File: src/rtl/mtsp_pkg.sv
// ----------------------------------------------------------------------------
// mtsp_pkg
// Token codes, character constants and flag bit positions shared by the
// markup-to-style token parser modules.
// ----------------------------------------------------------------------------
package mtsp_pkg;

  localparam int MAX_TOKENS = 10;
  localparam int CNT_W      = $clog2(MAX_TOKENS + 1);
  localparam int IDX_W      = $clog2(MAX_TOKENS);

  // heading depth saturates here
  localparam logic [2:0] MAX_HEADING = 3'd6;

  typedef enum logic [4:0] {
    TOK_LIT        = 5'd0,
    TOK_SPAN_END   = 5'd1,
    TOK_ITALIC     = 5'd2,
    TOK_BOLD       = 5'd3,
    TOK_MONO       = 5'd4,
    TOK_SCAPS      = 5'd5,
    TOK_SUB        = 5'd6,
    TOK_SUP        = 5'd7,
    TOK_TITLE      = 5'd8,
    TOK_CODE       = 5'd9,
    TOK_PARA_END   = 5'd10,
    TOK_PARA_START = 5'd11,
    TOK_NBSP       = 5'd12,
    TOK_DASH       = 5'd13,
    TOK_SQ_OPEN    = 5'd14,
    TOK_SQ_CLOSE   = 5'd15,
    TOK_DQ_OPEN    = 5'd16,
    TOK_DQ_CLOSE   = 5'd17,
    TOK_AMP        = 5'd18
  } token_t;

  localparam token_t STYLE_START [4] = '{TOK_ITALIC, TOK_BOLD, TOK_MONO, TOK_SCAPS};

  // style flag bits
  localparam int S_ITALIC = 0;
  localparam int S_BOLD   = 1;
  localparam int S_MONO   = 2;
  localparam int S_SCAPS  = 3;
  localparam int S_SUB    = 4;
  localparam int S_SUP    = 5;

  // quote flag bits
  localparam int Q_DOUBLE = 0;
  localparam int Q_SINGLE = 1;

  // mark flag bits
  localparam int M_PARA  = 0;
  localparam int M_SPACE = 1;
  localparam int M_BREAK = 2;
  localparam int M_SKIP  = 3;

  localparam logic [7:0] CH_EXCL   = 8'h21;
  localparam logic [7:0] CH_QUEST  = 8'h3F;
  localparam logic [7:0] CH_COLON  = 8'h3A;
  localparam logic [7:0] CH_SEMI   = 8'h3B;
  localparam logic [7:0] CH_STAR   = 8'h2A;
  localparam logic [7:0] CH_PIPE   = 8'h7C;
  localparam logic [7:0] CH_PLUS   = 8'h2B;
  localparam logic [7:0] CH_LT     = 8'h3C;
  localparam logic [7:0] CH_GT     = 8'h3E;
  localparam logic [7:0] CH_TILDE  = 8'h7E;
  localparam logic [7:0] CH_MINUS  = 8'h2D;
  localparam logic [7:0] CH_BSLASH = 8'h5C;
  localparam logic [7:0] CH_HASH   = 8'h23;
  localparam logic [7:0] CH_NL     = 8'h0A;
  localparam logic [7:0] CH_SPACE  = 8'h20;
  localparam logic [7:0] CH_SQUOTE = 8'h27;
  localparam logic [7:0] CH_DQUOTE = 8'h22;
  localparam logic [7:0] CH_AMP    = 8'h26;

  typedef struct packed {
    logic load;
    logic advance;
  } cmd_t;

  typedef struct packed {
    logic plan_nz;
    logic at_last;
  } status_t;

endpackage

File: src/rtl/mtsp_ctrl.sv
// ----------------------------------------------------------------------------
// mtsp_ctrl
// Handshake controller: accepts an item when idle or when the final token of
// the current item leaves, then steps the datapath through its token list.
// ----------------------------------------------------------------------------
module mtsp_ctrl (
  input  logic             clk,
  input  logic             rst,
  input  logic             s_tvalid,
  output logic             s_tready,
  output logic             m_tvalid,
  input  logic             m_tready,
  input  mtsp_pkg::status_t status,
  output mtsp_pkg::cmd_t    cmd
);
  import mtsp_pkg::*;

  typedef enum logic {ST_IDLE, ST_EMIT} state_t;

  state_t state;

  assign m_tvalid    = (state == ST_EMIT);
  assign cmd.advance = m_tvalid & m_tready;
  // take the next item in the same cycle the final token leaves
  assign s_tready    = (state == ST_IDLE) | (cmd.advance & status.at_last);
  assign cmd.load    = s_tvalid & s_tready;

  always_ff @(posedge clk) begin
    if (rst) begin
      state <= ST_IDLE;
    end else begin
      unique case (state)
        ST_IDLE: begin
          if (cmd.load) begin
            state <= status.plan_nz ? ST_EMIT : ST_IDLE;
          end
        end
        ST_EMIT: begin
          if (cmd.load) begin
            state <= status.plan_nz ? ST_EMIT : ST_IDLE;
          end else if (cmd.advance && status.at_last) begin
            state <= ST_IDLE;
          end
        end
        default: state <= ST_IDLE;
      endcase
    end
  end

endmodule

File: src/rtl/mtsp_datapath.sv
// ----------------------------------------------------------------------------
// mtsp_datapath
// Parser state, token list builder and token buffer with its read index.
// ----------------------------------------------------------------------------
module mtsp_datapath (
  input  logic              clk,
  input  logic              rst,
  input  mtsp_pkg::cmd_t    cmd,
  input  logic              s_tuser,   // [0] kind
  input  logic [7:0]        s_tdata,   // [7:0] ch
  output mtsp_pkg::status_t status,
  output logic [15:0]       m_tdata,   // [7:0] char_out, [10:8] heading_level, zero pad
  output logic [4:0]        m_tuser,   // [4:0] token
  output logic              m_tlast
);
  import mtsp_pkg::*;

  logic [7:0] held;
  logic       started;
  logic [5:0] style;
  logic [1:0] quote;
  logic [2:0] depth;
  logic [3:0] mark;

  logic [7:0] held_next;
  logic       started_next;
  logic [5:0] style_next;
  logic [1:0] quote_next;
  logic [2:0] depth_next;
  logic [3:0] mark_next;

  token_t     plan_tok [MAX_TOKENS];
  logic [CNT_W-1:0] plan_cnt;
  logic [7:0] plan_chr;
  logic [2:0] plan_lvl;

  token_t     starts [4];
  logic [2:0] open_cnt;
  logic [1:0] sp;
  logic       reopen;
  logic [CNT_W-1:0] open_w;
  logic [CNT_W-1:0] kw;
  logic [CNT_W-1:0] sj;

  token_t     tok_buf [MAX_TOKENS];
  logic [CNT_W-1:0] buf_cnt;
  logic [IDX_W-1:0] idx;
  logic [7:0] out_chr;
  logic [2:0] out_lvl;
  token_t     cur_tok;

  logic [7:0] ch;
  assign ch = s_tdata;

  // compacted reopen list for a line break, in italic, bold, mono, small caps order
  always_comb begin
    sp = '0;
    for (int i = 0; i < 4; i++) begin
      starts[i] = TOK_ITALIC;
    end
    for (int i = 0; i < 4; i++) begin
      if (style[i]) begin
        starts[sp] = STYLE_START[i];
        sp = sp + 2'd1;
      end
    end
  end

  assign open_cnt = 3'(style[S_ITALIC]) + 3'(style[S_BOLD])
                  + 3'(style[S_MONO]) + 3'(style[S_SCAPS]);
  assign open_w   = CNT_W'(open_cnt);
  assign reopen   = (ch != CH_HASH) && (ch != CH_TILDE);

  always_comb begin
    for (int k = 0; k < MAX_TOKENS; k++) begin
      plan_tok[k] = TOK_LIT;
    end
    plan_cnt     = '0;
    plan_chr     = '0;
    plan_lvl     = '0;
    kw           = '0;
    sj           = '0;
    held_next    = held;
    started_next = started;
    style_next   = style;
    quote_next   = quote;
    depth_next   = depth;
    mark_next    = mark;

    if (s_tuser) begin
      // end item: flush the held character, close the paragraph, reset
      if (started) begin
        plan_tok[0] = TOK_LIT;
        plan_chr    = held;
        plan_cnt    = CNT_W'(1);
        if (mark[M_PARA]) begin
          plan_tok[1] = TOK_PARA_END;
          plan_cnt    = CNT_W'(2);
        end
      end
      held_next    = '0;
      started_next = 1'b0;
      style_next   = '0;
      quote_next   = '0;
      depth_next   = '0;
      mark_next    = '0;
    end else if (!started) begin
      if (ch == CH_HASH) begin
        started_next = 1'b1;
        held_next    = CH_HASH;
      end
    end else begin
      held_next = ch;
      if (mark[M_SKIP]) begin
        mark_next[M_SKIP] = 1'b0;
      end else begin
        unique case (held)
          CH_STAR: begin
            plan_cnt = CNT_W'(1);
            if (ch == CH_STAR) begin
              plan_tok[0]        = style[S_BOLD] ? TOK_SPAN_END : TOK_BOLD;
              style_next[S_BOLD] = ~style[S_BOLD];
              mark_next[M_SKIP]  = 1'b1;
            end else begin
              plan_tok[0]          = style[S_ITALIC] ? TOK_SPAN_END : TOK_ITALIC;
              style_next[S_ITALIC] = ~style[S_ITALIC];
            end
          end
          CH_PIPE: begin
            plan_cnt           = CNT_W'(1);
            plan_tok[0]        = style[S_MONO] ? TOK_SPAN_END : TOK_MONO;
            style_next[S_MONO] = ~style[S_MONO];
          end
          CH_PLUS: begin
            plan_cnt            = CNT_W'(1);
            plan_tok[0]         = style[S_SCAPS] ? TOK_SPAN_END : TOK_SCAPS;
            style_next[S_SCAPS] = ~style[S_SCAPS];
          end
          CH_LT: begin
            plan_cnt = CNT_W'(1);
            if (style[S_SUB]) begin
              plan_tok[0]       = TOK_SPAN_END;
              style_next[S_SUB] = 1'b0;
            end else begin
              plan_tok[0]       = TOK_SUP;
              style_next[S_SUP] = 1'b1;
            end
          end
          CH_GT: begin
            plan_cnt = CNT_W'(1);
            if (style[S_SUP]) begin
              plan_tok[0]       = TOK_SPAN_END;
              style_next[S_SUP] = 1'b0;
            end else begin
              plan_tok[0]       = TOK_SUB;
              style_next[S_SUB] = 1'b1;
            end
          end
          CH_HASH: begin
            if (depth < MAX_HEADING) begin
              depth_next = depth + 3'd1;
            end
            if (ch != CH_HASH) begin
              plan_tok[0]       = TOK_TITLE;
              plan_lvl          = depth_next;
              plan_cnt          = CNT_W'(1);
              mark_next[M_PARA] = 1'b1;
            end
            if (ch == CH_SPACE) begin
              mark_next[M_SKIP] = 1'b1;
            end
          end
          CH_TILDE: begin
            if (!mark[M_PARA]) begin
              plan_tok[0]       = TOK_CODE;
              plan_cnt          = CNT_W'(1);
              mark_next[M_PARA] = 1'b1;
            end
          end
          CH_NL: begin
            // close open spans and the paragraph, reopen unless heading or code follows
            mark_next[M_BREAK] = 1'b1;
            mark_next[M_PARA]  = reopen;
            depth_next         = '0;
            for (int k = 0; k < MAX_TOKENS; k++) begin
              kw = CNT_W'(k);
              sj = kw - open_w - CNT_W'(2);
              if (kw < open_w) begin
                plan_tok[k] = TOK_SPAN_END;
              end else if (kw == open_w) begin
                plan_tok[k] = TOK_PARA_END;
              end else if (kw == open_w + CNT_W'(1)) begin
                plan_tok[k] = TOK_PARA_START;
              end else begin
                plan_tok[k] = starts[sj[1:0]];
              end
            end
            plan_cnt = open_w + CNT_W'(1) + (reopen ? open_w + CNT_W'(1) : CNT_W'(0));
          end
          CH_SPACE: begin
            mark_next[M_SPACE] = 1'b1;
            plan_cnt           = CNT_W'(1);
            if (ch == CH_EXCL || ch == CH_QUEST || ch == CH_COLON || ch == CH_SEMI) begin
              plan_tok[0] = TOK_NBSP;
            end else begin
              plan_tok[0] = TOK_LIT;
              plan_chr    = CH_SPACE;
            end
          end
          CH_SQUOTE: begin
            plan_cnt             = CNT_W'(1);
            plan_tok[0]          = quote[Q_SINGLE] ? TOK_SQ_CLOSE : TOK_SQ_OPEN;
            quote_next[Q_SINGLE] = ~quote[Q_SINGLE];
          end
          CH_DQUOTE: begin
            plan_cnt             = CNT_W'(1);
            plan_tok[0]          = quote[Q_DOUBLE] ? TOK_DQ_CLOSE : TOK_DQ_OPEN;
            quote_next[Q_DOUBLE] = ~quote[Q_DOUBLE];
          end
          CH_AMP: begin
            plan_cnt    = CNT_W'(1);
            plan_tok[0] = TOK_AMP;
          end
          CH_MINUS: begin
            plan_cnt = CNT_W'(1);
            if (mark[M_SPACE]) begin
              plan_tok[0] = TOK_DASH;
            end else if (mark[M_BREAK]) begin
              plan_tok[0]       = TOK_DASH;
              plan_tok[1]       = TOK_NBSP;
              plan_cnt          = CNT_W'(2);
              mark_next[M_SKIP] = 1'b1;
            end else begin
              plan_tok[0] = TOK_LIT;
              plan_chr    = CH_MINUS;
            end
          end
          CH_BSLASH: begin
            plan_cnt          = CNT_W'(1);
            plan_tok[0]       = TOK_LIT;
            plan_chr          = ch;
            mark_next[M_SKIP] = 1'b1;
          end
          default: begin
            plan_cnt           = CNT_W'(1);
            plan_tok[0]        = TOK_LIT;
            plan_chr           = held;
            mark_next[M_SPACE] = 1'b0;
            mark_next[M_BREAK] = 1'b0;
          end
        endcase
        // an apostrophe inside a word counts as an open single quote
        if (ch == CH_SQUOTE && !mark_next[M_SPACE] && !mark_next[M_BREAK]) begin
          quote_next[Q_SINGLE] = 1'b1;
        end
      end
    end
  end

  always_ff @(posedge clk) begin
    if (rst) begin
      held    <= '0;
      started <= 1'b0;
      style   <= '0;
      quote   <= '0;
      depth   <= '0;
      mark    <= '0;
      buf_cnt <= '0;
      idx     <= '0;
    end else if (cmd.load) begin
      held    <= held_next;
      started <= started_next;
      style   <= style_next;
      quote   <= quote_next;
      depth   <= depth_next;
      mark    <= mark_next;
      buf_cnt <= plan_cnt;
      idx     <= '0;
    end else if (cmd.advance) begin
      idx <= idx + IDX_W'(1);
    end
  end

  always_ff @(posedge clk) begin
    if (cmd.load) begin
      for (int k = 0; k < MAX_TOKENS; k++) begin
        tok_buf[k] <= plan_tok[k];
      end
      out_chr <= plan_chr;
      out_lvl <= plan_lvl;
    end
  end

  assign cur_tok        = tok_buf[idx];
  assign status.plan_nz = (plan_cnt != '0);
  assign status.at_last = (CNT_W'(idx) == buf_cnt - CNT_W'(1));
  assign m_tuser        = cur_tok;
  assign m_tlast        = status.at_last;
  assign m_tdata        = {5'b0,
                           (cur_tok == TOK_TITLE) ? out_lvl : 3'b0,
                           (cur_tok == TOK_LIT) ? out_chr : 8'b0};

endmodule

File: src/rtl/markup_to_style_token_parser.sv
// ----------------------------------------------------------------------------
// markup_to_style_token_parser
// Turns a markup character stream into style tokens and literal characters.
//
// Input channel (s_*): one character per item in s_tdata, s_tuser = 1 marks
// the end of input. A character is acted on when the next one arrives, so the
// tokens it causes leave one item later. Characters before the first '#' are
// dropped; the end item flushes the held character and closes the paragraph.
// Output channel (m_*): one token per item, m_tlast on the final token caused
// by an input item. An input item that causes no token produces no output.
// Timing: an item is accepted, its tokens leave one per cycle from the next
// cycle on while m_tready is high; the next item is taken in the cycle its
// predecessor's final token is taken. Most items cause one token, a line
// break up to ten. Reset clears all parser state and drops any tokens not
// yet taken. When the receiver stalls, the current token holds and s_tready
// stays low.
// ----------------------------------------------------------------------------
module markup_to_style_token_parser (
  input  logic        clk,
  input  logic        rst,
  input  logic        s_tvalid,
  output logic        s_tready,
  input  logic [7:0]  s_tdata,   // [7:0] ch
  input  logic        s_tuser,   // [0] kind
  output logic        m_tvalid,
  input  logic        m_tready,
  output logic [15:0] m_tdata,   // [7:0] char_out, [10:8] heading_level, zero pad
  output logic [4:0]  m_tuser,   // [4:0] token
  output logic        m_tlast
);
  import mtsp_pkg::*;

  cmd_t    cmd;
  status_t status;

  mtsp_ctrl u_ctrl (
    .clk      (clk),
    .rst      (rst),
    .s_tvalid (s_tvalid),
    .s_tready (s_tready),
    .m_tvalid (m_tvalid),
    .m_tready (m_tready),
    .status   (status),
    .cmd      (cmd)
  );

  mtsp_datapath u_dp (
    .clk     (clk),
    .rst     (rst),
    .cmd     (cmd),
    .s_tuser (s_tuser),
    .s_tdata (s_tdata),
    .status  (status),
    .m_tdata (m_tdata),
    .m_tuser (m_tuser),
    .m_tlast (m_tlast)
  );

`ifndef SYNTHESIS
  // a new item only overlaps output when the final token is leaving
  a_accept_overlap: assert property (@(posedge clk) disable iff (rst)
    (s_tvalid && s_tready && m_tvalid) |-> (m_tready && m_tlast))
    else $error("item accepted while tokens still pending");

  // an item with no tokens leaves the output idle
  a_empty_item: assert property (@(posedge clk) disable iff (rst)
    (s_tvalid && s_tready && !status.plan_nz) |=> !m_tvalid)
    else $error("output valid after item with no tokens");

  // only defined token codes leave
  a_token_range: assert property (@(posedge clk) disable iff (rst)
    m_tvalid |-> (m_tuser <= TOK_AMP))
    else $error("token code out of range");

  // level is nonzero only on a title token
  a_level_title: assert property (@(posedge clk) disable iff (rst)
    (m_tvalid && (m_tdata[10:8] != 3'd0)) |-> (m_tuser == TOK_TITLE))
    else $error("heading level on non-title token");
`endif

endmodule
File: config.mk
export PLATFORM = sky130hd
export DESIGN_NAME = markup_to_style_token_parser
export DESIGN_NICKNAME = d
export VERILOG_FILES = /design/src/rtl/mtsp_pkg.sv /design/src/rtl/mtsp_ctrl.sv /design/src/rtl/mtsp_datapath.sv /design/src/rtl/markup_to_style_token_parser.sv
export SDC_FILE = /design/constraint.sdc
export NUM_CORES = 1
export LEC_CHECK = 0
export BUFFER_PORTS_ARGS = -buffer_cell sky130_fd_sc_hd__buf_2
export CAP_MARGIN = 0
export CELL_PAD_IN_SITES_DETAIL_PLACEMENT = 1
export CELL_PAD_IN_SITES_GLOBAL_PLACEMENT = 2
export CORE_MARGIN = 1
export CORE_UTILIZATION = 42
export CTS_CLUSTER_DIAMETER = 100
export DETAILED_ROUTE_END_ITERATION = 8
export GPL_TIMING_DRIVEN = 0
export HOLD_SLACK_MARGIN = 0.15
export PLACE_DENSITY_LB_ADDON = 0.12
export SYNTH_ARGS = -nofsm -noshare
export SYNTH_HDL_FRONTEND = slang
export SYNTH_SLANG_ARGS = --single-unit
File: constraint.sdc
create_clock -name clk -period 7.65 [get_ports clk]
set_clock_uncertainty 0.15 [all_clocks]
set_input_delay 0.765 -clock clk [delete_from_list [all_inputs] [get_ports clk]]
set_output_delay 0.765 -clock clk [all_outputs]
set_load 0.005 [all_outputs]
Yosys cells after proc, flatten, opt, wreduce, memory -nomap -nowiden --
Memory sizes are Yosys's and may differ from the RTL's. A register that Yosys moved wholly into a read port is not among the register bits. Cells that the tools add are included.
Cells by class: magnitude comparators 27, div/mod/pow operators 0, multipliers 0, equal/unequal tests 47, reduce and logical (&&, ||, !) cells 45, shift-type cells 0, add/sub/neg operators 30, bitwise gates (word level) 33, muxes and demuxes 172
Operator list (number):
- 5-bit 2-to-1 mux | 55
- 8-bit by 6-bit == test with 1-bit output (second input constant) | 18
- 5-bit binary-select mux with 2-bit select | 10
- 50-bit 2-to-1 mux | 2
- 40-bit 2-to-1 mux | 2
- 8-bit 2-to-1 mux | 9
- 5-bit one-hot mux with 13 select lines | 1
- 4-bit 2-to-1 mux | 16
- 20-bit 2-to-1 mux | 2
- 3-bit greater-or-equal comparator (second input constant) | 13
- 2-bit NOT with 3-bit output | 12
- 1-bit 2-to-1 mux | 35
- 8-bit one-hot mux with 4 select lines | 1
- 5-bit demux with 2-bit select | 3
- 3-bit 2-to-1 mux | 10
- 6-bit 2-to-1 mux | 5
- 13-bit OR reduction | 2
- 5-bit AND reduction | 5
- 8-bit by 7-bit == test with 1-bit output (second input constant) | 3
- 2-bit 2-to-1 mux | 10
- 4-bit AND reduction | 5
- 2-bit subtractor (second input constant) | 10
- 16-bit bitwise AND | 1
- 3-bit by 4-bit == test with 1-bit output (first input constant) | 4
- other kinds (62) | 120
Storage, ports and cells: memories 1, word-level logic and storage cells 374, bits in writable memories 50, output and inout port bits 24, bits in latches 0, memory bits (read-only) 0, bits in registers 44
Memories:
- u_dp.tok_buf | words 10, width 5, read ports 1, clocked after memory_dff 1, wr ports 10, line mtsp_datapath.sv:45 | token_t tok_buf [MAX_TOKENS];

Depth between registers and ports, before layout --
Gate-level depths: netlist of run 1.
word-level depth 23, mapped depth 14

Hierarchy --
A second synthesis of run 1 with hierarchy kept.
Second synthesis, totals: cells, all modules 632, area, all modules 5848.1 µm²
Modules (own cells, without submodules):
- mtsp_datapath | instances 1, sequential area each 2282.2 µm², area an instance 5795.6 µm², cells an instance 626
- mtsp_ctrl | instances 1, sequential area each 20.0 µm², area an instance 52.6 µm², cells an instance 6

Worst setup path after synthesis of run 1 --
No wires, ideal clock.
path kind reg-to-reg, start point register u_dp.style[0], end point memory u_dp.tok_buf[0][2] in the netlist's numbering, data pin, data required time 7.228 ns, stages on the path, launching flop included 14, library setup time 0.272 ns, arrival time 3.607 ns, buffers on the path 4, path slack 3.621 ns, cells stage by stage dfxtp_1 -> inv_1 -> ha_1 -> inv_1 -> fa_1 -> clkbuf_1 -> inv_1 -> buf_1 -> fa_1 -> clkbuf_1 -> clkbuf_1 -> a21oi_1 -> a311oi_1 -> a31oi_1
RTL lines:
- start: declaration | line mtsp_datapath.sv:20 | logic [5:0] style;
- start signal: assignment | line mtsp_datapath.sv:273 | style <= style_next;
- end: declaration | line mtsp_datapath.sv:45

==> impl_metrics.csv, run 1 <==
group,metric,value,unit
power,intPower,0.767,mW
cells_and_area,fillers,1606,
yosys,async_flop_share,0,
drt,drtIter0Drc,343,
timing,post-route-period-util,0.676,
worst_setup_path,worst-path-max-fanout,12,
power,swShare,0.254,
clock_tree,htreeDepth,3,
drt,vias,5310,
yosys,avgSynthCellArea,9.07,sq um
yosys,synthFlopType,"edfxtp_1",
hold_path,hold_path_depth,2,
timing,hold_viol_final,0,
power,p_sw,0.261,mW
worst_setup_path,reg2reg_slack,2.48,ns
global_route,grt_antenna_before_repair,0,
drt,firstDrtPassIters,6,
hold_path,hp-start,"u_dp.buf_cnt[3]$_SDFFE_PP0P_",
floorplanning,die_area,14400,sq um
power,power_frac_clock,0.430,
hold_path,hold_end,"u_dp.buf_cnt[3]$_SDFFE_PP0P_",
floorplanning,fp.dieH,120,um
global_route,grtUsageTotal,0.271,
worst_setup_path,critPathRequiredTime,7.58,ns
cells_and_area,area_delta_synth_final,11.9,%
placement,port_buffers,29,
clock_tree,cts_buffers,9,
global_route,met2_usage,0.435,
drt,drtAntennaViolNets,0,
cells_and_area,final_core_util,0.489,
yosys,netlist.area_leader.share,0.267,
clock_tree,clk_path_buf_depth,2,
run_status,status,"completed",
worst_setup_path,cp.arrival,5.10,ns
yosys,syn_area,5860,sq um
global_route,globalRouteOverflowTotal,0,
timing,finalMaxSlewViolations,0,
timing,period_needed,5.17,ns
clock_tree,cts_setup_buffers,0,
clock_tree,clock_sinks,89,
run,drv_cap,0,
yosys,ys_seq_elements,89,
timing,tns,0,ns
yosys,synth-edff-count,52,
power,combPwrFrac,0.064,
global_route,grt_pass1_vias,5234,
global_route,grtUsageMet1,0.385,
floorplanning,start_util,0.437,
floorplanning,core_area,13400,sq um
clock_tree,cts_hold_buf,0,
clock_tree,cts.repair.resized,0,
timing,worstMarginPinSlew,1.04,ns
yosys,syn_inst,646,
cells_and_area,nNetsFinal,723,
drt,viasPerCell,6.09,
worst_setup_path,r2r_cells,13,
worst_setup_path,worstPathCellList,"inv_1 > ha_1 > inv_1 > fa_1 > clkbuf_1 > inv_1 > buf_1 > fa_1 > clkbuf_1 > clkbuf_1 > a21oi_1 > a21boi_0 > nor4b_1",
clock_tree,cts_root_buffer,"clkbuf_16",
power,seqPwrFrac,0.506,
cells_and_area,num_antenna_cells,0,
worst_setup_path,crit-reg2reg-launch,"u_dp.style[0]$_SDFFE_PP0P_",
timing,fmax,193,MHz
power,ir_drop,0.0000861,V
drt,drt_wl_total,18.8,mm
timing,maxSlewHeadroom,0.295,
timing,setup_slack,2.48,ns
yosys,yosysMostFrequentCell,"a21oi_1",
cells_and_area,seq_area,2300,sq um
yosys,ys_types,77,
worst_setup_path,startpoint_type,"register",
placement,gp_congestion,0.863,
floorplanning,rows,42,
global_route,grt_pass1_wl,29.7,mm
cells_and_area,multiInputGateArea,3280,sq um
worst_setup_path,end_kind,"register",
placement,place_ws,2.56,ns
power,power_density,157,nW/um^2
worst_setup_path,r2r-end,"u_dp.tok_buf[4][2]$_SDFFCE_PP0P_",
yosys,yosys_warnings,0,
global_route,grt_max_degree,46,
yosys,synth_common_cells,"a21oi_1 (62), edfxtp_1 (52), nor2_1 (49)",
power,leakage,2.32,nW
drt,drc_errors,0,
hold_path,min_path_type,"register to register",
clock_tree,path_clk_slew,0.07,ns
clock_tree,cts_tree,"yes",
yosys,synth_area_leader_cell,"edfxtp_1",
global_route,top_usage_layer,"met2",
floorplanning,ios,37,
timing,rsz0062_at_grt,"false",
global_route,use_met3,0.0295,
clock_tree,insertion_delay,0.35,ns
worst_setup_path,path_class,"register to register",
cells_and_area,layout-drive-gt1-share,0.131,
drt,wl_per_cell,21.5,um
worst_setup_path,slowest_delay,0.63,ns
floorplanning,die_x,120,um
timing,setup_viol,0,
yosys,synth.yosys.seq_area_share,0.393,
worst_setup_path,cp_slowest_cell,"fa_1",
placement,hpwl,14.4,mm
yosys,ys_top_cells_by_area,"edfxtp_1 (27%), dfxtp_1 (13%), a21oi_1 (5.3%), ha_1 (3.4%), o21ai_0 (3.4%)",
[placed cells by master, fill, tap and decap left out, types with 4 or more instances in the layout]
cell type,Yosys,final
a211oi_1,15,15
a21oi_1,62,62
a22o_1,6,6
a31oi_1,12,12
and2_1,19,19
buf_1,5,4
buf_2,7,37
buf_4,5,5
clkbuf_1,26,26
clkbuf_16,0,9
conb_1,1,5
dfxtp_1,37,37
edfxtp_1,52,52
ha_1,16,16
inv_1,26,26
mux2i_1,14,14
mux4_2,8,8
nand2_1,44,44
nand2b_1,7,7
nand3_1,26,26
nand4_1,4,4
nor2_1,49,49
nor2b_1,17,17
nor3_1,27,27
nor3b_1,4,4
nor4_1,4,4
nor4b_1,7,7
o21a_1,6,6
o21ai_0,40,40
o22ai_1,4,4
o31ai_1,9,9
or2_2,4,4
xnor2_1,9,9
xor2_1,5,5
[per-stage QoR]
step                area [sq um]  power [mW]  cells  hold WS, ns
floorplan                   5870       0.571    650        0.294
global placement            6240       0.593    855        0.310
detailed placement          6260       0.596    856        0.317
CTS                         6560        1.04    872        0.333
global route                6560        1.05    872        0.348
finish                      6560        1.03    872        0.335
[worst max path at each step]
stage	startpoint	to	slack [ns]	cells after the start
after detailed placement	u_dp.style[0]$_SDFFE_PP0P_	u_dp.tok_buf[4][2]$_SDFFCE_PP0P_	2.56	13
after floorplan	u_dp.style[0]$_SDFFE_PP0P_	u_dp.tok_buf[0][2]$_SDFFCE_PP0P_	3.62	13
final	u_dp.style[0]$_SDFFE_PP0P_	u_dp.tok_buf[4][2]$_SDFFCE_PP0P_	2.48	13
after global routing	u_dp.style[0]$_SDFFE_PP0P_	u_dp.tok_buf[4][2]$_SDFFCE_PP0P_	2.22	13
after global placement	u_dp.style[0]$_SDFFE_PP0P_	u_dp.tok_buf[8][2]$_SDFFCE_PP0P_	2.60	13
after CTS	u_dp.style[0]$_SDFFE_PP0P_	u_dp.tok_buf[4][2]$_SDFFCE_PP0P_	2.51	13
[flip-flops by register name, summed over array words and instances, names as in the netlist, named ones only]
signal           count
u_dp.out_lvl         3
u_dp.idx             4
u_dp.mark            4
u_dp.tok_buf        41
u_dp.started         1
u_ctrl.m_tvalid      1
u_dp.out_chr         8
u_dp.held            8
u_dp.style           6
u_dp.buf_cnt         4
u_dp.quote           2
u_dp.depth           3
[area by class of cell]
| type | instances | share of cell area |
|---|---|---|
| inverters | 26 | 0.0149 |
| clock buffers | 9 | 0.0344 |
| well taps | 176 | 0.0336 |
| clock inverters | 7 | 0.0109 |
| multi-input cells | 491 | 0.500 |
| flip-flops and latches | 89 | 0.351 |
| repair buffers | 30 | 0.0252 |
| plain buffers | 44 | 0.0298 |
[power by group through the flow]
| stage | Sequential [mW] | Clock [mW] | Combinational, mW |
|---|---|---|---|
| floorplan | 0.530 | 0 | 0.0414 |
| CTS | 0.520 | 0.452 | 0.0649 |
| global placement | 0.532 | 0 | 0.0615 |
| global route | 0.522 | 0.463 | 0.0704 |
| finish | 0.520 | 0.442 | 0.0656 |
| detailed placement | 0.531 | 0 | 0.0647 |
[metal layers]
layer	vias to the layer above	share of wire
li1	2486	-
met1	2656	0.48
met2	142	0.46
met3	26	0.042
met4	0	0.017
met5	-	0
[critical path: cells and delay by family, from the launching register on]
family / cells / cell delay (ns)
compound gates: 2 / 0.63
fa+ha+maj: 3 / 1.57
buf+inv: 7 / 1.92
flops: 1 / 0.46
simple gates: 1 / 0.14
[logic make-up after synthesis]
logic type / Yosys count / share of synthesized area
multiplexers: 23 / 0.0566
AND/OR/NAND/NOR: 236 / 0.220
XOR/XNOR: 14 / 0.0209
other: 1 / 0.000640
AO/OA/AOI/OAI: 194 / 0.214
buffers and inverters: 70 / 0.0498
adder cells (fa/ha/maj): 19 / 0.0444
flip-flops: 89 / 0.393
Note: power is estimated with default switching activity, not from simulation.
==> run 2, diff against run 1 <==
- CORE_UTILIZATION: 42 -> 35
- clock period: 7.65 -> 4.5 ns (I/O delays scaled with it)
==> run 2 against run 1 <==
- worst hold slack got worse by 0.084 ns
- worst setup slack worse by 2.2 ns
- critical path depth shrank 2
- sequential power up 70%
- largest cell class unchanged
- register-to-register slack worse by 2.2 ns
- core utilization shrank 7.4 points
- cell area up 2.0%
==> impl_metrics.csv, run 2 (synthesis results as in run 1) <==
group,metric,value,unit
run_status,status,"completed",
placement,hpwl,15.0,mm
worst_setup_path,cpLargestDelayFamily,"adder cells",
cells_and_area,largest_register_ffs,41,
timing,fmax,238,MHz
drt,firstDrtPassIters,5,
timing,finalMaxSlewViolations,0,
cells_and_area,final_common_cell,"a21oi_1",
cells_and_area,nNetsFinal,722,
power,leakage,2.35,nW
worst_setup_path,end_kind,"register",
global_route,grt_pass1_vias,5161,
worst_setup_path,slowest_delay,0.62,ns
worst_setup_path,startpoint_type,"register",
clock_tree,htreeDepth,3,
drt,wl_per_cell,21.3,um
drt,drtAntennaViolNets,0,
cells_and_area,reg_top3,"u_dp.tok_buf x41, u_dp.held x8, u_dp.out_chr x8",
cells_and_area,layout-drive-gt1-share,0.137,
clock_tree,cts_hold_buf,0,
global_route,grtUsageTotal,0.232,
timing,worstMarginPinSlew,1.00,ns
clock_tree,insertion_delay,0.36,ns
cells_and_area,top_register,"u_dp.tok_buf",
clock_tree,cts_root_buffer,"clkbuf_16",
global_route,grtUsageMet1,0.323,
drt,viasPerCell,5.73,
timing,period_needed,4.19,ns
global_route,globalRouteOverflowTotal,0,
clock_tree,clock_sinks,89,
floorplanning,fp.dieH,131,um
timing,rsz0062_at_grt,"false",
power,power_density,291,nW/um^2
worst_setup_path,path_class,"register to register",
timing,setup_slack,0.307,ns
placement,place_ws,-0.661,ns
run,drv_cap,0,
clock_tree,cts_tree,"yes",
worst_setup_path,cp_slowest_cell,"fa_1",
cells_and_area,area_delta_synth_final,14.2,%
worst_setup_path,reg2reg_slack,0.31,ns
global_route,grt_pass1_wl,30.6,mm
cells_and_area,final_core_util,0.415,
clock_tree,cts_buffers,9,
worst_setup_path,crit_buf_inv,5,
drt,vias,5221,
worst_setup_path,cp.arrival,4.11,ns
worst_setup_path,worst-path-max-fanout,10,
drt,drc_errors,0,
hold_path,hp-start,"s_tdata[7]",
floorplanning,die_area,17300,sq um
clock_tree,clk_path_buf_depth,2,
worst_setup_path,crit-reg2reg-launch,"u_dp.style[0]$_SDFFE_PP0P_",
global_route,met2_usage,0.368,
floorplanning,core_area,16100,sq um
floorplanning,ios,37,
cells_and_area,mostFrequentLayoutCells,"a21oi_1 (62), edfxtp_1 (52), nor2_1 (49)",
floorplanning,rows,46,
cells_and_area,num_antenna_cells,0,
worst_setup_path,critPathRequiredTime,4.42,ns
timing,maxSlewHeadroom,0.326,
hold_path,hold_path_depth,3,
global_route,grt_max_degree,45,
worst_setup_path,worstPathCellList,"inv_1 > ha_1 > inv_1 > fa_1 > buf_2 > clkinvlp_4 > fa_1 > clkbuf_2 > a21o_1 > o21ai_0 > a211oi_1",
timing,setup_viol,0,
timing,hold_viol_final,0,
worst_setup_path,r2r-end,"u_dp.tok_buf[4][1]$_SDFFCE_PP0P_",
drt,drt_wl_total,19.4,mm
timing,post-route-period-util,0.932,
placement,gp_congestion,0.840,
power,power,1.95,mW
cells_and_area,fin_cells,911,
global_route,top_usage_layer,"met2",
hold_path,min_path_type,"input port to register",
global_route,use_met3,0.0409,
placement,numPlacedInstances,896,
hold_path,hold_end,"u_dp.held[7]$_SDFFE_PP0P_",
power,ir_drop,0.000178,V
global_route,grt_antenna_before_repair,0,
worst_setup_path,r2r_cells,11,
drt,drtIter0Drc,418,
floorplanning,die_x,131,um
timing,tns,0,ns
placement,port_buffers,29,
clock_tree,path_clk_slew,0.07,ns
floorplanning,start_util,0.364,
==> run 2: cell type report <==
class,count,area (sq um)
buffer,42,190
clock buffer,9,225
clock inverter,7,146
fill,1883,9430
inverter,26,101
multi-input combinational,491,3280
sequential,89,2300
tap,216,270
timing repair buffer,31,173
==> run 2: report_power, final <==
part,switching (mW),total (mW),internal [mW]
logic,0.0738,0.111,0.0376
clock network,0.344,0.949,0.605
registers,0.00783,0.885,0.877
total,0.426,1.95,1.52
==> run 2: through the flow <==
step | hold WS (ns) | cell area, sq um
5_1_grt | 0.250 | 6690
3_3_place_gp | 0.312 | 6290
4_1_cts | 0.237 | 6690
6_report | 0.251 | 6690
2_1_floorplan | 0.294 | 5870
3_5_place_dp | 0.315 | 6310
==> run 2: per-layer routing <==
metal | share of wire | vias up
li1 | - | 2494
met1 | 0.48 | 2593
met2 | 0.46 | 116
met3 | 0.049 | 18
met4 | 0.014 | 0
met5 | 0 | -
==> run 2: what timing repair did <==
item / in CTS / in global routing
buffers inserted: 1 / 0
resized for setup: 3 / 2
endpoints found under the setup margin: 27 / 11
==> run 2: how the worst max path moves through the flow <==
stage	startpoint	to	slack, ns	cells past startpoint
2_1_floorplan	u_dp.style[0]$_SDFFE_PP0P_	u_dp.tok_buf[0][2]$_SDFFCE_PP0P_	0.47	13
3_3_place_gp	u_dp.style[0]$_SDFFE_PP0P_	u_dp.tok_buf[4][2]$_SDFFCE_PP0P_	-0.57	13
3_5_place_dp	u_dp.style[0]$_SDFFE_PP0P_	u_dp.tok_buf[8][2]$_SDFFCE_PP0P_	-0.66	13
4_1_cts	u_dp.style[0]$_SDFFE_PP0P_	u_dp.tok_buf[8][2]$_SDFFCE_PP0P_	0.15	12
5_1_grt	u_dp.style[0]$_SDFFE_PP0P_	u_dp.tok_buf[6][1]$_SDFFCE_PP0P_	0.02	11
6_report	u_dp.style[0]$_SDFFE_PP0P_	u_dp.tok_buf[4][1]$_SDFFCE_PP0P_	0.31	11
==> run 2: worst register-to-register path, cell delays in order, from the launching register on <==
cell,delay [ns]
dfxtp_1,0.46
inv_1,0.15
ha_1,0.36
inv_1,0.07
fa_1,0.59
buf_2,0.30
clkinvlp_4,0.18
fa_1,0.62
clkbuf_2,0.26
a21o_1,0.21
o21ai_0,0.40
a211oi_1,0.18
==> run 3, diff against run 2 <==
- CORE_UTILIZATION: 35 -> 30
- clock period: 4.5 -> 4.3 ns (I/O delays scaled with it)
==> run 3 against run 2 <==
- first-iteration DRC count shrank 31%
- clock-buffer cell count unchanged
- sequential power is 4.6% higher
- largest power group is now sequential cells
- highest routed layer unchanged
==> impl_metrics.csv, run 3 (synthesis results as in run 1) <==
group,metric,value,unit
worst_setup_path,reg2reg_slack,0.29,ns
placement,port_buffers,29,
drt,drc_errors,0,
clock_tree,cts_hold_buf,0,
global_route,grt_antenna_before_repair,0,
cells_and_area,top_register,"u_dp.tok_buf",
placement,gp_congestion,0.798,
timing,period_needed,4.01,ns
clock_tree,clk_path_buf_depth,2,
clock_tree,clock_sinks,89,
drt,drtAntennaViolNets,0,
timing,post-route-period-util,0.933,
global_route,globalRouteOverflowTotal,0,
timing,fmax,249,MHz
cells_and_area,reg_top3,"u_dp.tok_buf x41, u_dp.held x8, u_dp.out_chr x8",
run,drv_cap,0,
cells_and_area,fillers,2205,
floorplanning,die_area,20100,sq um
floorplanning,rows,50,
worst_setup_path,crit_buf_inv,5,
worst_setup_path,cp.arrival,3.94,ns
clock_tree,path_clk_slew,0.07,ns
power,power_density,281,nW/um^2
timing,rsz0062_at_grt,"false",
clock_tree,insertion_delay,0.36,ns
power,ir_drop,0.000175,V
run_status,status,"completed",
cells_and_area,mostFrequentLayoutCells,"a21oi_1 (62), edfxtp_1 (52), nor2_1 (49)",
worst_setup_path,end_kind,"register",
worst_setup_path,cpLargestDelayFamily,"adder cells",
floorplanning,start_util,0.310,
worst_setup_path,worst-path-max-fanout,10,
clock_tree,cts_root_buffer,"clkbuf_16",
drt,drtIter0Drc,288,
worst_setup_path,worstPathCellList,"inv_1 > ha_1 > inv_1 > fa_1 > clkbuf_4 > clkinvlp_4 > fa_2 > clkbuf_2 > a22o_1 > o31ai_1 > a31oi_1",
clock_tree,cts_buffers,9,
drt,drt_wl_total,20.1,mm
drt,viasPerCell,5.50,
cells_and_area,nNetsFinal,721,
clock_tree,cts_tree,"yes",
cells_and_area,final_common_cell,"a21oi_1",
floorplanning,fp.dieH,142,um
cells_and_area,layout-drive-gt1-share,0.140,
hold_path,min_path_type,"input port to register",
global_route,grt_pass1_vias,5273,
timing,finalMaxSlewViolations,0,
worst_setup_path,r2r-end,"u_dp.tok_buf[0][0]$_SDFFCE_PP0P_",
timing,tns,0,ns
worst_setup_path,crit_cells,11,
drt,firstDrtPassIters,4,
global_route,grt_pass1_wl,31.7,mm
hold_path,hp-start,"s_tdata[7]",
worst_setup_path,critPathRequiredTime,4.22,ns
timing,setup_viol,0,
placement,hpwl,15.7,mm
worst_setup_path,crit_path_end,"u_dp.tok_buf[0][0]$_SDFFCE_PP0P_",
worst_setup_path,slowest_delay,0.57,ns
global_route,grtUsageTotal,0.209,
timing,worstMarginPinSlew,0.997,ns
timing,hold_viol_final,0,
worst_setup_path,critPathLaunch,"u_dp.style[1]$_SDFFE_PP0P_",
timing,maxSlewHeadroom,0.330,
cells_and_area,num_antenna_cells,0,
placement,numPlacedInstances,940,
worst_setup_path,path_class,"register to register",
floorplanning,die_x,142,um
power,leakage,2.31,nW
drt,vias,5243,
worst_setup_path,cp_slowest_cell,"fa_1",
timing,holdWs,0.213,ns
clock_tree,htreeDepth,3,
cells_and_area,fin_cells,954,
worst_setup_path,r2r_cells,11,
worst_setup_path,startpoint_type,"register",
global_route,grt_max_degree,45,
worst_setup_path,cpMostUsedCell,"inv_1",
worst_setup_path,crit-reg2reg-launch,"u_dp.style[1]$_SDFFE_PP0P_",
floorplanning,core_area,18900,sq um
drt,wl_per_cell,21.1,um
floorplanning,ios,37,
cells_and_area,largest_register_ffs,41,
cells_and_area,area_delta_synth_final,13.9,%
-- run 3: report_power, final --
part,total [mW],internal (mW),switching (mW)
logic,0.118,0.0392,0.0785
registers,0.926,0.918,0.00805
clock network,0.832,0.455,0.376
total,1.87,1.41,0.463
-- run 3: worst min-delay path by stage --
| stage | end | slack (ns) | cells past startpoint |
|---|---|---|---|
| after floorplan | u_dp.buf_cnt[3]$_SDFFE_PP0P_ | 0.29 | 2 |
| after global placement | u_dp.buf_cnt[3]$_SDFFE_PP0P_ | 0.31 | 2 |
| after detailed placement | u_dp.buf_cnt[3]$_SDFFE_PP0P_ | 0.32 | 2 |
| after CTS | u_dp.held[7]$_SDFFE_PP0P_ | 0.21 | 3 |
| after global routing | u_dp.held[7]$_SDFFE_PP0P_ | 0.24 | 3 |
| final | u_dp.held[7]$_SDFFE_PP0P_ | 0.21 | 3 |
-- run 3: per-stage QoR --
step | area [sq um] | power [mW] | utilization | setup slack [ns]
floorplan | 5870 | 1.02 | - | 0.271
global placement | 6340 | 1.06 | 0.336 | -0.847
detailed placement | 6360 | 1.06 | 0.337 | -0.906
CTS | 6680 | 1.89 | 0.353 | 0.0868
global route | 6680 | 1.93 | 0.353 | 0.0450
finish | 6680 | 1.87 | 0.353 | 0.286
-- run 3: cell type report --
type	instances	area, sq um	area share
plain buffers	41	189	0.0283
clock buffers	9	225	0.0337
clock inverters	7	76.3	0.0114
inverters	26	101	0.0152
multi-input cells	491	3280	0.492
flip-flops and latches	89	2300	0.345
well taps	260	325	0.0487
repair buffers	31	173	0.0259
-- run 3: tightest hold or removal path: cells and delay by family --
| kind | cells | cell delay [ns] |
|---|---|---|
| buf+inv | 1 | 0.12 |
| compound gates | 1 | 0.06 |
| simple gates | 1 | 0.07 |
-- run 3: metal layers --
layer / share of wire / vias to the layer above / track usage
li1: - / 2485 / -
met1: 0.50 / 2660 / 0.302
met2: 0.46 / 84 / 0.330
met3: 0.027 / 14 / 0.0223
met4: 0.011 / 0 / 0.0560
met5: 0 / - / 0
-- run 3: repair_timing --
action / in CTS / in global routing
gates resized for setup: 5 / 2
setup buffers: 1 / 0
endpoints found under the setup margin: 40 / 10
